--- config.mk ---
export PLATFORM = sky130hd
export DESIGN_NAME = http_request_line_checker_top
export DESIGN_NICKNAME = d
export VERILOG_FILES = /design/src/sv/hrlc_pkg.sv /design/src/sv/http_request_line_checker_top.sv
export VERILOG_INCLUDE_DIRS = /design/src /design/src/sv
export SDC_FILE = /design/constraint.sdc
export NUM_CORES = 1
export LEC_CHECK = 0
export BUFFER_PORTS_ARGS = -buffer_cell sky130_fd_sc_hd__buf_2
export CORE_AREA = 4 4 105 107
export CTS_CLUSTER_DIAMETER = 200
export DETAILED_ROUTE_END_ITERATION = 6
export DIE_AREA = 0 0 109 111
export HOLD_SLACK_MARGIN = 0.15
export PLACE_DENSITY = 0.74
export SYNTH_ARGS = -nofsm -noshare
export SYNTH_HDL_FRONTEND = slang
export SYNTH_SLANG_ARGS = --single-unit
export TNS_END_PERCENT = 50
--- constraint.sdc ---
create_clock -name i_clk -period 6.2 [get_ports i_clk]
set_clock_uncertainty 0.1 [all_clocks]
set_input_delay 1.24 -clock i_clk [delete_from_list [all_inputs] [get_ports i_clk]]
set_output_delay 1.24 -clock i_clk [all_outputs]
set_load 0.01 [all_outputs]
--- src/sv/http_request_line_checker_top_macros.svh ---
// assertion macros for the http request line checker
`ifndef HTTP_REQUEST_LINE_CHECKER_TOP_MACROS_SVH
`define HTTP_REQUEST_LINE_CHECKER_TOP_MACROS_SVH

`ifndef ASSERT_OFF

// check a property at each clock edge outside of reset
`define HRLC_ASSERT(lbl, clk, rst_n, prop) \
    lbl: assert property (@(posedge clk) disable iff (!(rst_n)) prop) \
        else $error("hrlc assertion failed");

// check a property at each clock edge, reset included
`define HRLC_ASSERT_NR(lbl, clk, prop) \
    lbl: assert property (@(posedge clk) prop) \
        else $error("hrlc assertion failed");

`else

`define HRLC_ASSERT(lbl, clk, rst_n, prop)
`define HRLC_ASSERT_NR(lbl, clk, prop)

`endif

`endif

--- src/sv/hrlc_pkg.sv ---
// types, codes and character tables for the http request line checker
`default_nettype none

package hrlc_pkg;

    // byte roles
    localparam logic [2:0] ROLE_METHOD  = 3'd0;
    localparam logic [2:0] ROLE_TARGET  = 3'd1;
    localparam logic [2:0] ROLE_VERSION = 3'd2;
    localparam logic [2:0] ROLE_TERM    = 3'd3;
    localparam logic [2:0] ROLE_AFTER   = 3'd4;

    // status codes
    localparam logic [2:0] ST_NONE        = 3'd0;
    localparam logic [2:0] ST_OK          = 3'd1;
    localparam logic [2:0] ST_MALFORMED   = 3'd2;
    localparam logic [2:0] ST_BAD_VERSION = 3'd3;
    localparam logic [2:0] ST_BAD_METHOD  = 3'd4;
    localparam logic [2:0] ST_DONE        = 3'd5;

    // method codes
    localparam logic [1:0] METH_NONE   = 2'd0;
    localparam logic [1:0] METH_GET    = 2'd1;
    localparam logic [1:0] METH_POST   = 2'd2;
    localparam logic [1:0] METH_DELETE = 2'd3;

    // method table indexes
    localparam logic [1:0] MIDX_GET    = 2'd0;
    localparam logic [1:0] MIDX_POST   = 2'd1;
    localparam logic [1:0] MIDX_DELETE = 2'd2;

    // special characters
    localparam logic [7:0] CHR_SP = 8'h20;
    localparam logic [7:0] CHR_CR = 8'h0D;
    localparam logic [7:0] CHR_LF = 8'h0A;

    // version text length and saturation points
    localparam logic [3:0] VERSION_LEN = 4'd8;
    localparam logic [3:0] VPOS_MAX    = 4'd15;
    localparam logic [2:0] MPOS_MAX    = 3'd7;

    // request line phase
    typedef enum logic [1:0] {
        PH_LINE  = 2'd0,
        PH_DONE  = 2'd1,
        PH_ERROR = 2'd2
    } t_phase;

    // length of each method name
    function automatic logic [2:0] method_len(input logic [1:0] idx);
        logic [2:0] len;
        unique case (idx)
            MIDX_GET:    len = 3'd3;
            MIDX_POST:   len = 3'd4;
            MIDX_DELETE: len = 3'd6;
            default:     len = 3'd0;
        endcase
        return len;
    endfunction

    // character of a method name at a position
    function automatic logic [7:0] method_char(input logic [1:0] idx, input logic [2:0] pos);
        logic [7:0] c;
        c = 8'h00;
        unique case (idx)
            MIDX_GET: begin
                unique case (pos)
                    3'd0:    c = "G";
                    3'd1:    c = "E";
                    3'd2:    c = "T";
                    default: c = 8'h00;
                endcase
            end
            MIDX_POST: begin
                unique case (pos)
                    3'd0:    c = "P";
                    3'd1:    c = "O";
                    3'd2:    c = "S";
                    3'd3:    c = "T";
                    default: c = 8'h00;
                endcase
            end
            MIDX_DELETE: begin
                unique case (pos)
                    3'd0:    c = "D";
                    3'd1:    c = "E";
                    3'd2:    c = "L";
                    3'd3:    c = "E";
                    3'd4:    c = "T";
                    3'd5:    c = "E";
                    default: c = 8'h00;
                endcase
            end
            default: c = 8'h00;
        endcase
        return c;
    endfunction

    // character of the version text at a position
    function automatic logic [7:0] version_char(input logic [2:0] pos);
        logic [7:0] c;
        unique case (pos)
            3'd0:    c = "H";
            3'd1:    c = "T";
            3'd2:    c = "T";
            3'd3:    c = "P";
            3'd4:    c = "/";
            3'd5:    c = "1";
            3'd6:    c = ".";
            3'd7:    c = "1";
            default: c = 8'h00;
        endcase
        return c;
    endfunction

    // method code for the candidates left when the method ends
    function automatic logic [1:0] resolve_method(input logic [2:0] cand, input logic [2:0] pos);
        logic [1:0] code;
        if (cand[MIDX_GET] && pos == method_len(MIDX_GET)) begin
            code = METH_GET;
        end else if (cand[MIDX_POST] && pos == method_len(MIDX_POST)) begin
            code = METH_POST;
        end else if (cand[MIDX_DELETE] && pos == method_len(MIDX_DELETE)) begin
            code = METH_DELETE;
        end else begin
            code = METH_NONE;
        end
        return code;
    endfunction

endpackage

`default_nettype wire

--- src/sv/http_request_line_checker_top.sv ---
// Request line checker: input register, combinational parse logic, result register.
// Each byte is taken into the input register, and its result into the result register behind it.
// Throughput: one byte per cycle unless results stall, with combinational parse logic.
// The input stage takes a beat whenever it is empty or moves on, also while a result waits.
// Reset (synchronous, active low) empties both stages and returns the parser to line start.
`default_nettype none
`include "http_request_line_checker_top_macros.svh"

module http_request_line_checker_top
    import hrlc_pkg::*;
#(
    parameter int TARGET_COUNT_BITS = 16
) (
    input  wire logic        i_clk,
    input  wire logic        i_rst_n,
    // input channel
    input  wire logic        i_in_valid,
    output logic             o_in_ready,
    input  wire logic [7:0]  i_byte_in,
    input  wire logic        i_new_request,
    // result channel
    output logic             o_out_valid,
    input  wire logic        i_out_ready,
    output logic [7:0]       o_byte_out,
    output logic [2:0]       o_role,
    output logic [2:0]       o_status,
    output logic [1:0]       o_method_code,
    output logic [15:0]      o_target_length
);

    localparam int TL_W = 16;

    // parser state of the request line
    typedef struct packed {
        logic [1:0]                   spaces;
        logic [2:0]                   mpos;
        logic [2:0]                   mcand;
        logic [3:0]                   vpos;
        logic                         vmatch;
        logic [2:0]                   herr;
        logic [1:0]                   mmeth;
        logic [TARGET_COUNT_BITS-1:0] tcnt;
    } t_line;

    // one line byte step: new state and role of the byte
    typedef struct packed {
        t_line      s;
        logic [2:0] role;
    } t_step;

    localparam t_line LINE_RESET = '{
        spaces: 2'd0,
        mpos:   3'd0,
        mcand:  3'b111,
        vpos:   4'd0,
        vmatch: 1'b1,
        herr:   ST_NONE,
        mmeth:  METH_NONE,
        tcnt:   '0
    };

    // ordinary byte of the request line
    function automatic t_step line_byte(input t_line s, input logic [7:0] b);
        t_step r;
        r.s = s;
        r.role = ROLE_METHOD;
        if (b == CHR_SP) begin
            case (s.spaces)
                2'd0: begin
                    if (s.mpos == 3'd0) begin
                        r.s.herr = ST_MALFORMED;
                    end
                    r.s.mmeth = resolve_method(s.mcand, s.mpos);
                    r.s.spaces = 2'd1;
                    r.role = ROLE_TARGET;
                end
                2'd1: begin
                    if (s.tcnt == '0) begin
                        r.s.herr = ST_MALFORMED;
                    end
                    r.s.spaces = 2'd2;
                    r.role = ROLE_VERSION;
                end
                default: begin
                    r.s.herr = ST_MALFORMED;
                    r.s.spaces = 2'd3;
                    r.role = ROLE_VERSION;
                end
            endcase
        end else begin
            case (s.spaces)
                2'd0: begin
                    for (int i = 0; i < 3; i++) begin
                        if (s.mpos >= method_len(2'(i)) || method_char(2'(i), s.mpos) != b) begin
                            r.s.mcand[i] = 1'b0;
                        end
                    end
                    if (s.mpos != MPOS_MAX) begin
                        r.s.mpos = s.mpos + 3'd1;
                    end
                    r.role = ROLE_METHOD;
                end
                2'd1: begin
                    if (s.tcnt != '1) begin
                        r.s.tcnt = s.tcnt + 1'b1;
                    end
                    r.role = ROLE_TARGET;
                end
                default: begin
                    if (s.spaces == 2'd3 || s.vpos >= VERSION_LEN
                        || version_char(s.vpos[2:0]) != b) begin
                        r.s.vmatch = 1'b0;
                    end
                    if (s.vpos != VPOS_MAX) begin
                        r.s.vpos = s.vpos + 4'd1;
                    end
                    r.role = ROLE_VERSION;
                end
            endcase
        end
        return r;
    endfunction

    // verdict on the line at its terminating lf
    function automatic logic [2:0] verdict(input t_line s);
        logic [2:0] v;
        if (s.herr == ST_MALFORMED || s.spaces != 2'd2 || s.vpos == 4'd0) begin
            v = ST_MALFORMED;
        end else if (!s.vmatch || s.vpos != VERSION_LEN) begin
            v = ST_BAD_VERSION;
        end else if (s.mmeth == METH_NONE) begin
            v = ST_BAD_METHOD;
        end else begin
            v = ST_OK;
        end
        return v;
    endfunction

    // pipeline control
    logic        r_in_valid;
    logic [7:0]  r_in_byte;
    logic        r_in_new;
    logic        s2_ready;
    logic        s2_fire;

    // parser state
    t_phase      r_phase;
    t_phase      n_phase;
    logic        r_cr;
    logic        n_cr;
    t_line       r_line;
    t_line       n_line;

    // shared parse signals
    t_phase      base_phase;
    logic        base_cr;
    t_line       base_line;
    t_step       step_cr;
    t_step       step_b;
    t_line       line_in;
    logic        is_term;
    logic [2:0]  vd;
    logic [2:0]  n_role;
    logic [2:0]  n_status;
    logic [TL_W-1:0] n_tlen;

    // result register
    logic        r_out_valid;
    logic [7:0]  r_byte_out;
    logic [2:0]  r_role;
    logic [2:0]  r_status;
    logic [1:0]  r_method;
    logic [TL_W-1:0] r_tlen;

    // handshake
    assign s2_ready   = !r_out_valid || i_out_ready;
    assign s2_fire    = r_in_valid && s2_ready;
    assign o_in_ready = !r_in_valid || s2_ready;

    // input register
    always_ff @(posedge i_clk) begin
        if (!i_rst_n) begin
            r_in_valid <= 1'b0;
        end else if (o_in_ready) begin
            r_in_valid <= i_in_valid;
        end
        if (o_in_ready && i_in_valid) begin
            r_in_byte <= i_byte_in;
            r_in_new  <= i_new_request;
        end
    end

    // state seen by this byte, after a new request clear
    assign base_phase = r_in_new ? PH_LINE : r_phase;
    assign base_cr    = r_in_new ? 1'b0 : r_cr;
    assign base_line  = r_in_new ? LINE_RESET : r_line;

    // pending cr taken as a line byte, then the byte itself
    assign step_cr = line_byte(base_line, CHR_CR);
    assign line_in = base_cr ? step_cr.s : base_line;
    assign step_b  = line_byte(line_in, r_in_byte);
    assign is_term = base_cr && r_in_byte == CHR_LF;
    assign vd      = verdict(base_line);

    // next parser state
    always_comb begin
        n_phase = base_phase;
        n_cr    = base_cr;
        n_line  = base_line;
        if (base_phase == PH_LINE) begin
            if (is_term) begin
                n_cr = 1'b0;
                if (vd == ST_OK) begin
                    n_phase     = PH_DONE;
                    n_line.herr = ST_NONE;
                end else begin
                    n_phase     = PH_ERROR;
                    n_line.herr = vd;
                end
            end else if (r_in_byte == CHR_CR) begin
                n_cr   = 1'b1;
                n_line = line_in;
            end else begin
                n_cr   = 1'b0;
                n_line = step_b.s;
            end
        end
    end

    // result fields
    always_comb begin
        if (base_phase == PH_DONE) begin
            n_role   = ROLE_AFTER;
            n_status = ST_DONE;
        end else if (base_phase != PH_LINE) begin
            n_role   = ROLE_AFTER;
            n_status = base_line.herr;
        end else if (is_term) begin
            n_role   = ROLE_TERM;
            n_status = vd;
        end else if (r_in_byte == CHR_CR) begin
            n_role   = ROLE_TERM;
            n_status = ST_NONE;
        end else begin
            n_role   = step_b.role;
            n_status = ST_NONE;
        end
    end

    // target length shown saturated at the port width
    generate
        if (TARGET_COUNT_BITS > TL_W) begin : g_tlen_sat
            assign n_tlen = (|n_line.tcnt[TARGET_COUNT_BITS-1:TL_W])
                          ? {TL_W{1'b1}} : n_line.tcnt[TL_W-1:0];
        end else begin : g_tlen_ext
            assign n_tlen = TL_W'(n_line.tcnt);
        end
    endgenerate

    // parser state registers
    always_ff @(posedge i_clk) begin
        if (!i_rst_n) begin
            r_phase <= PH_LINE;
            r_cr    <= 1'b0;
            r_line  <= LINE_RESET;
        end else if (s2_fire) begin
            r_phase <= n_phase;
            r_cr    <= n_cr;
            r_line  <= n_line;
        end
    end

    // result register
    always_ff @(posedge i_clk) begin
        if (!i_rst_n) begin
            r_out_valid <= 1'b0;
        end else if (s2_ready) begin
            r_out_valid <= r_in_valid;
        end
        if (s2_fire) begin
            r_byte_out <= r_in_byte;
            r_role     <= n_role;
            r_status   <= n_status;
            r_method   <= n_line.mmeth;
            r_tlen     <= n_tlen;
        end
    end

    assign o_out_valid     = r_out_valid;
    assign o_byte_out      = r_byte_out;
    assign o_role          = r_role;
    assign o_status        = r_status;
    assign o_method_code   = r_method;
    assign o_target_length = r_tlen;

    // checks
    `HRLC_ASSERT(a_done_after_line, i_clk, i_rst_n, (o_out_valid && o_status == ST_DONE) |-> (o_role == ROLE_AFTER))
    `HRLC_ASSERT(a_after_has_verdict, i_clk, i_rst_n, (o_out_valid && o_role == ROLE_AFTER) |-> (o_status != ST_NONE && o_status != ST_OK))
    `HRLC_ASSERT(a_ok_on_term, i_clk, i_rst_n, (o_out_valid && o_status == ST_OK) |-> (o_role == ROLE_TERM && o_method_code != METH_NONE))
    `HRLC_ASSERT(a_done_no_error, i_clk, i_rst_n, (r_phase == PH_DONE) |-> (r_line.herr == ST_NONE))
    `HRLC_ASSERT_NR(a_reset_empties, i_clk, (!i_rst_n) |=> (!o_out_valid && !r_in_valid))

endmodule

`default_nettype wire

Yosys cells after proc, flatten, opt, wreduce, memory -nomap -nowiden
Memory sizes are Yosys's and may differ from the RTL's.
Cells that the tools add are included.
{ "word_totals": {"reg_bits": 80, "input_bits": 13, "rom_bits": 112, "wordCells": 195, "n_memories": 2} }
{ "memory_table": {"columns": ["name", "words", "word_bits", "read_ports", "rd_clocked_by_memory_dff", "wr", "line_no", "source"], "rows": [
  ["(no name shown)", 8, 7, 1, 0, 0, "hrlc_pkg.sv:102", "unique case (pos)"],
  ["(no name shown)", 8, 7, 1, 0, 0, "hrlc_pkg.sv:102", null]
]} }
{ "op_classes": {"n_eq_ne": 37, "n_reduce_logical": 38, "muxes": 85, "n_addsub": 6, "order_cmp": 8} }
{ "ops": {"columns": ["op", "n"], "rows": [
  ["$pmux 7 s4", 4],
  ["$mux 34", 3],
  ["$mux 8", 12],
  ["$mux 16", 5],
  ["$mux 3", 23],
  ["$pmux 7 s3", 2],
  ["$add 16x1->16 const B", 2],
  ["$mux 32", 1],
  ["$ne 16x16->1 const B", 2],
  ["$ne 8x4->1 const B", 4],
  ["$ne 8x8->1", 4],
  ["$mux 2", 10],
  ["$ge 3x3->1", 6],
  ["$mux 18", 1],
  ["$eq 8x4->1 const B", 2],
  ["$logic_not 16->1", 1],
  ["$eq 3x2->1 const B", 5],
  ["$eq 3x3->1 const B", 5],
  ["$logic_or 1x1->1", 15],
  ["$mux 5", 3],
  ["$mux 13", 1],
  ["$mux 1", 12],
  ["$mux 6", 2],
  ["$ne 4x4->1 const B", 3],
  ["21 further kinds", 46]
]} }

Depth between registers and ports, before layout
{ "depth": {"word_depth": 23, "depth_mapped": 23, "ltp_nobuf": 17} }

Worst setup path before layout
Ideal clock, no wire load.
{ "synth_path": {"path_kind": "reg-to-reg", "startpoint": "register r_in_new", "endpoint": "register r_tlen[4], in the netlist o_target_length[4], data pin", "stages_incl_launch_ff": 22, "setup_slack_ns": 1.588, "period_less_slack_ns": 4.612, "arrival_ns": 4.248, "path_cell_list": "edfxtp_1 -> buf_2 -> buf_2 -> buf_2 -> clkbuf_1 -> nor2b_1 -> ha_1 -> and4b_1 -> nand4_1 -> nor2_1 -> nor2_1 -> mux2i_1 -> inv_1 -> ha_1 -> nand2_1 -> nor3_1 -> a311oi_1 -> nor3_1 -> and4_4 -> or4_4 -> xnor2_1 -> o21ai_1"} }
{ "synth_rtl": {"columns": ["element", "line_no", "source"], "rows": [
  ["start: declaration", "http_request_line_checker_top.sv:142", "logic r_in_new;"],
  ["start signal: assignment", "http_request_line_checker_top.sv:189", "r_in_new <= i_new_request;"],
  ["end signal: assignment", "http_request_line_checker_top.sv:285", "r_tlen <= n_tlen;"],
  ["end: declaration", "http_request_line_checker_top.sv:173", "logic [TL_W-1:0] r_tlen;"]
]} }

==> impl_metrics.csv <==
group,metric,value,unit
cts,root_buffer,"clkbuf_8",
setup_path,cp_max_fo,26,
setup_path,timing.critical_path.cells,"buf_4 > nor2b_1 > ha_1 > and4b_1 > nand4_1 > nor2_1 > nor2_1 > xnor2_1 > inv_1 > ha_1 > nand2_1 > nor3_1 > a311oi_1 > nor3_1 > and4_4 > or4_4 > xnor2_1 > o21ai_1",
synthesis,syn_area,5480,um2
finish,multi_input_area,3210,um2
synthesis,syn_inst,650,
synthesis,synth_top_area_cell,"edfxtp_1",
power,peakVddDrop,0.000126,V
setup_path,rr_startpoint,"r_in_new",
placed_design,post-place-ws,1.21,ns
cts,clkTransAtPathRegs,0.08,ns
global_routing,gr-total-overflow,0,
sta,max_slew_margin,0.445,
drt,top_layer,"met4",
cts,cts_tree,"built",
drt,wl_per_cell,18.2,um
drt,met3_length,808,um
synthesis,synth_edf_count,41,
floorplanning,die_w,109,um
synthesis,netlist_top_cells_count,"nor2_1, nand2_1, edfxtp_1",
sta,slew_violations,0,
power,p_leak,0.00207,uW
sta,setup_viol,0,
power,pwr-share-seq,0.551,
global_routing,grt.total_usage,0.252,
synthesis,synth_top_area_frac,0.225,
setup_path,cp-end-kind,"flip-flop",
finish,area_delta_synth_final,8.57,%
floorplanning,core_area,10100,um2
global_routing,grt_pass1_vias,4881,
finish,drive_gt1_frac,0.132,
sta,hold_viol_final,0,
global_routing,grt_max_degree,45,
setup_path,critPathKind,"flip-flop to flip-flop",
setup_path,worstSetupStartpoint,"r_in_new",
run,cap_violations,0,
floorplanning,ios,47,
power,p_comb_frac,0.092,
setup_path,cp-start-kind,"flip-flop",
drt,routed-wl-met2,7.28,mm
global_routing,antenna_found_initial,0,
floorplanning,die_h,111,um
sta,max_freq,0.196,GHz
cts,htree_levels,3,
power,power_per_cell_area,181,nW/um2
cts,post_cts_buffers,0,
cts,cts_buffers,9,
finish,n_antenna_cell,0,
drt,wirelength,14.9,mm
setup_path,worstPathArrival,5.12,ns
synthesis,syn-num-nets,678,
finish,ff_latch_area,2010,um2
cts,insertion_delay,0.37,ns
floorplanning,row_count,37,
synthesis,synth_ff_type,"edfxtp_1",
sta,tightest_slew,0.831,ns
synthesis,synth_seq_area_share,0.367,
synthesis,yosys_warnings,0,
synthesis,avgSynthCellArea,8.43,um2
power,switchingPower,279,uW
floorplanning,initial_core_util,0.540,
global_routing,grt_pass1_wl,24.2,mm
min_path,hold_start,"r_line[18]",
cts,post_cts_resized,0,
drt,firstDrtPassIters,7,
drt,wirelength_met1,6.15,mm
min_path,hold_class,"flip-flop to flip-flop",
drt,vias,5108,
sta,rsz0062_at_grt,"no",
drt,ant_nets,0,
power,sw_frac_of_total,0.260,
cts,hold_buffers,0,
placed_design,gp_congestion,0.922,
sta,period_share,0.823,
floorplanning,die-area,12100,um2
setup_path,cp_slowest_cell,"a311oi_1",
synthesis,ys_top_cells_by_area,"edfxtp_1, dfxtp_1, nor2_1, nand2_1, a21oi_1",
power,p_int,796,uW
placed_design,port_buffers,46,
drt,drc,0,
sta,fin_setup_tns,0,ns
cts,clock-sinks,80,
synthesis,synth.most_common_cell,"nor2_1",
drt,drt-initial-drc-count,287,
status,status,"complete, no violations",
setup_path,required,6.21,ns
power,clockPowerShare,0.358,
placed_design,detailed_place_hpwl,10.7,mm
synthesis,synth_cell_type_count,76,
setup_path,slowest_delay,0.62,ns
finish,fillers,944,
sta,min_period,5.10,ns
synthesis,ys_ff_latch,80,
finish,nNetsFinal,704,
drt,vias_per_cell,6.25,
synthesis,async_flop_share,0,
cts,clockBufferDepth,2,
sta,layout_setup_ws,1.10,ns
area by class of cell:
type,instances,share of cell area
inverter,21,0.0133
timing repair buffer,53,0.0475
sequential,80,0.338
multi-input combinational,511,0.541
clock buffer,11,0.0221
clock inverter,5,0.00968
tap,136,0.0286
power by group through the flow:
stage               clock network, uW  registers (uW)  logic (uW)
floorplan                           0             603        63.0
CTS                               392             591        98.4
detailed placement                  0             604        98.1
global route                      415             595         109
global placement                    0             603        95.8
finish                            384             592        98.5
per-layer routing:
layer / GRT usage / vias up
li1: - / 2437
met1: 0.322 / 2414
met2: 0.406 / 201
met3: 0.0349 / 56
met4: 0.139 / 0
met5: 0 / -
cells in the final DEF (no fill, tap or decap), drive strengths merged, types with 5 or more instances in the layout:
cell type and n:
o22ai 5, a31oi 6, mux2 5, nor4 7
buf 53, nand2 63, xnor2 16, dfxtp 39
edfxtp 41, a211oi 18, o211ai 5, o21ai 43
xor2 14, nor2 71, nand4 15, clkbuf 11
ha 15, and2 6, and4 5, nor3 22
and3 7, nand2b 14, inv 21, nand3 29
or3 8, a21oi 38, nor2b 20, o31ai 5
mux2i 14
critical path: cells and delay by family (launching register included):
family                   cells  cell delay, ns
XOR/XNOR                     2            0.50
flip-flops                   1            0.37
AND/OR/NAND/NOR             10            2.11
adder cells (fa/ha/maj)      2            0.75
buffers and inverters        2            0.31
AO/OA/AOI/OAI                2            0.69
through the flow:
stage / total power, uW / hold WS, ns / util / cell area, um2 / std cells
floorplan: 666 / 0.324 / - / 5480 / 650
global placement: 698 / 0.367 / 0.568 / 5760 / 801
detailed placement: 702 / 0.389 / 0.568 / 5760 / 801
CTS: 1080 / 0.401 / 0.587 / 5950 / 817
global route: 1120 / 0.432 / 0.587 / 5950 / 817
finish: 1070 / 0.399 / 0.587 / 5950 / 817
logic make-up after synthesis:
logic type | count (synthesis) | synth area share
fa+ha+maj | 15 | 0.0343
flops | 80 | 0.367
compound gates | 156 | 0.188
xor+xnor | 30 | 0.0493
mux | 19 | 0.0359
simple gates | 291 | 0.279
buf+inv | 59 | 0.0459
path summary, 6_finish.rpt:
path,endpoint,slack (ns),depth (start not counted)
setup / recovery,o_target_length[4],1.10,18
setup reg to reg,o_target_length[4],1.10,18
hold / removal,r_line[18],0.40,2
hold reg to reg,r_line[18],0.40,2
registers in the layout (all words and copies together), names as in the netlist:
| signal | count |
|---|---|
| r_line | 34 |
| r_cr | 1 |
| o_role | 3 |
| o_byte_out | 8 |
| r_in_new | 1 |
| r_phase | 2 |
| o_target_length | 16 |
| r_in_valid | 1 |
| o_method_code | 2 |
| o_status | 3 |
| o_out_valid | 1 |
| r_in_byte | 8 |
Note: power is estimated with default switching activity, not from simulation.
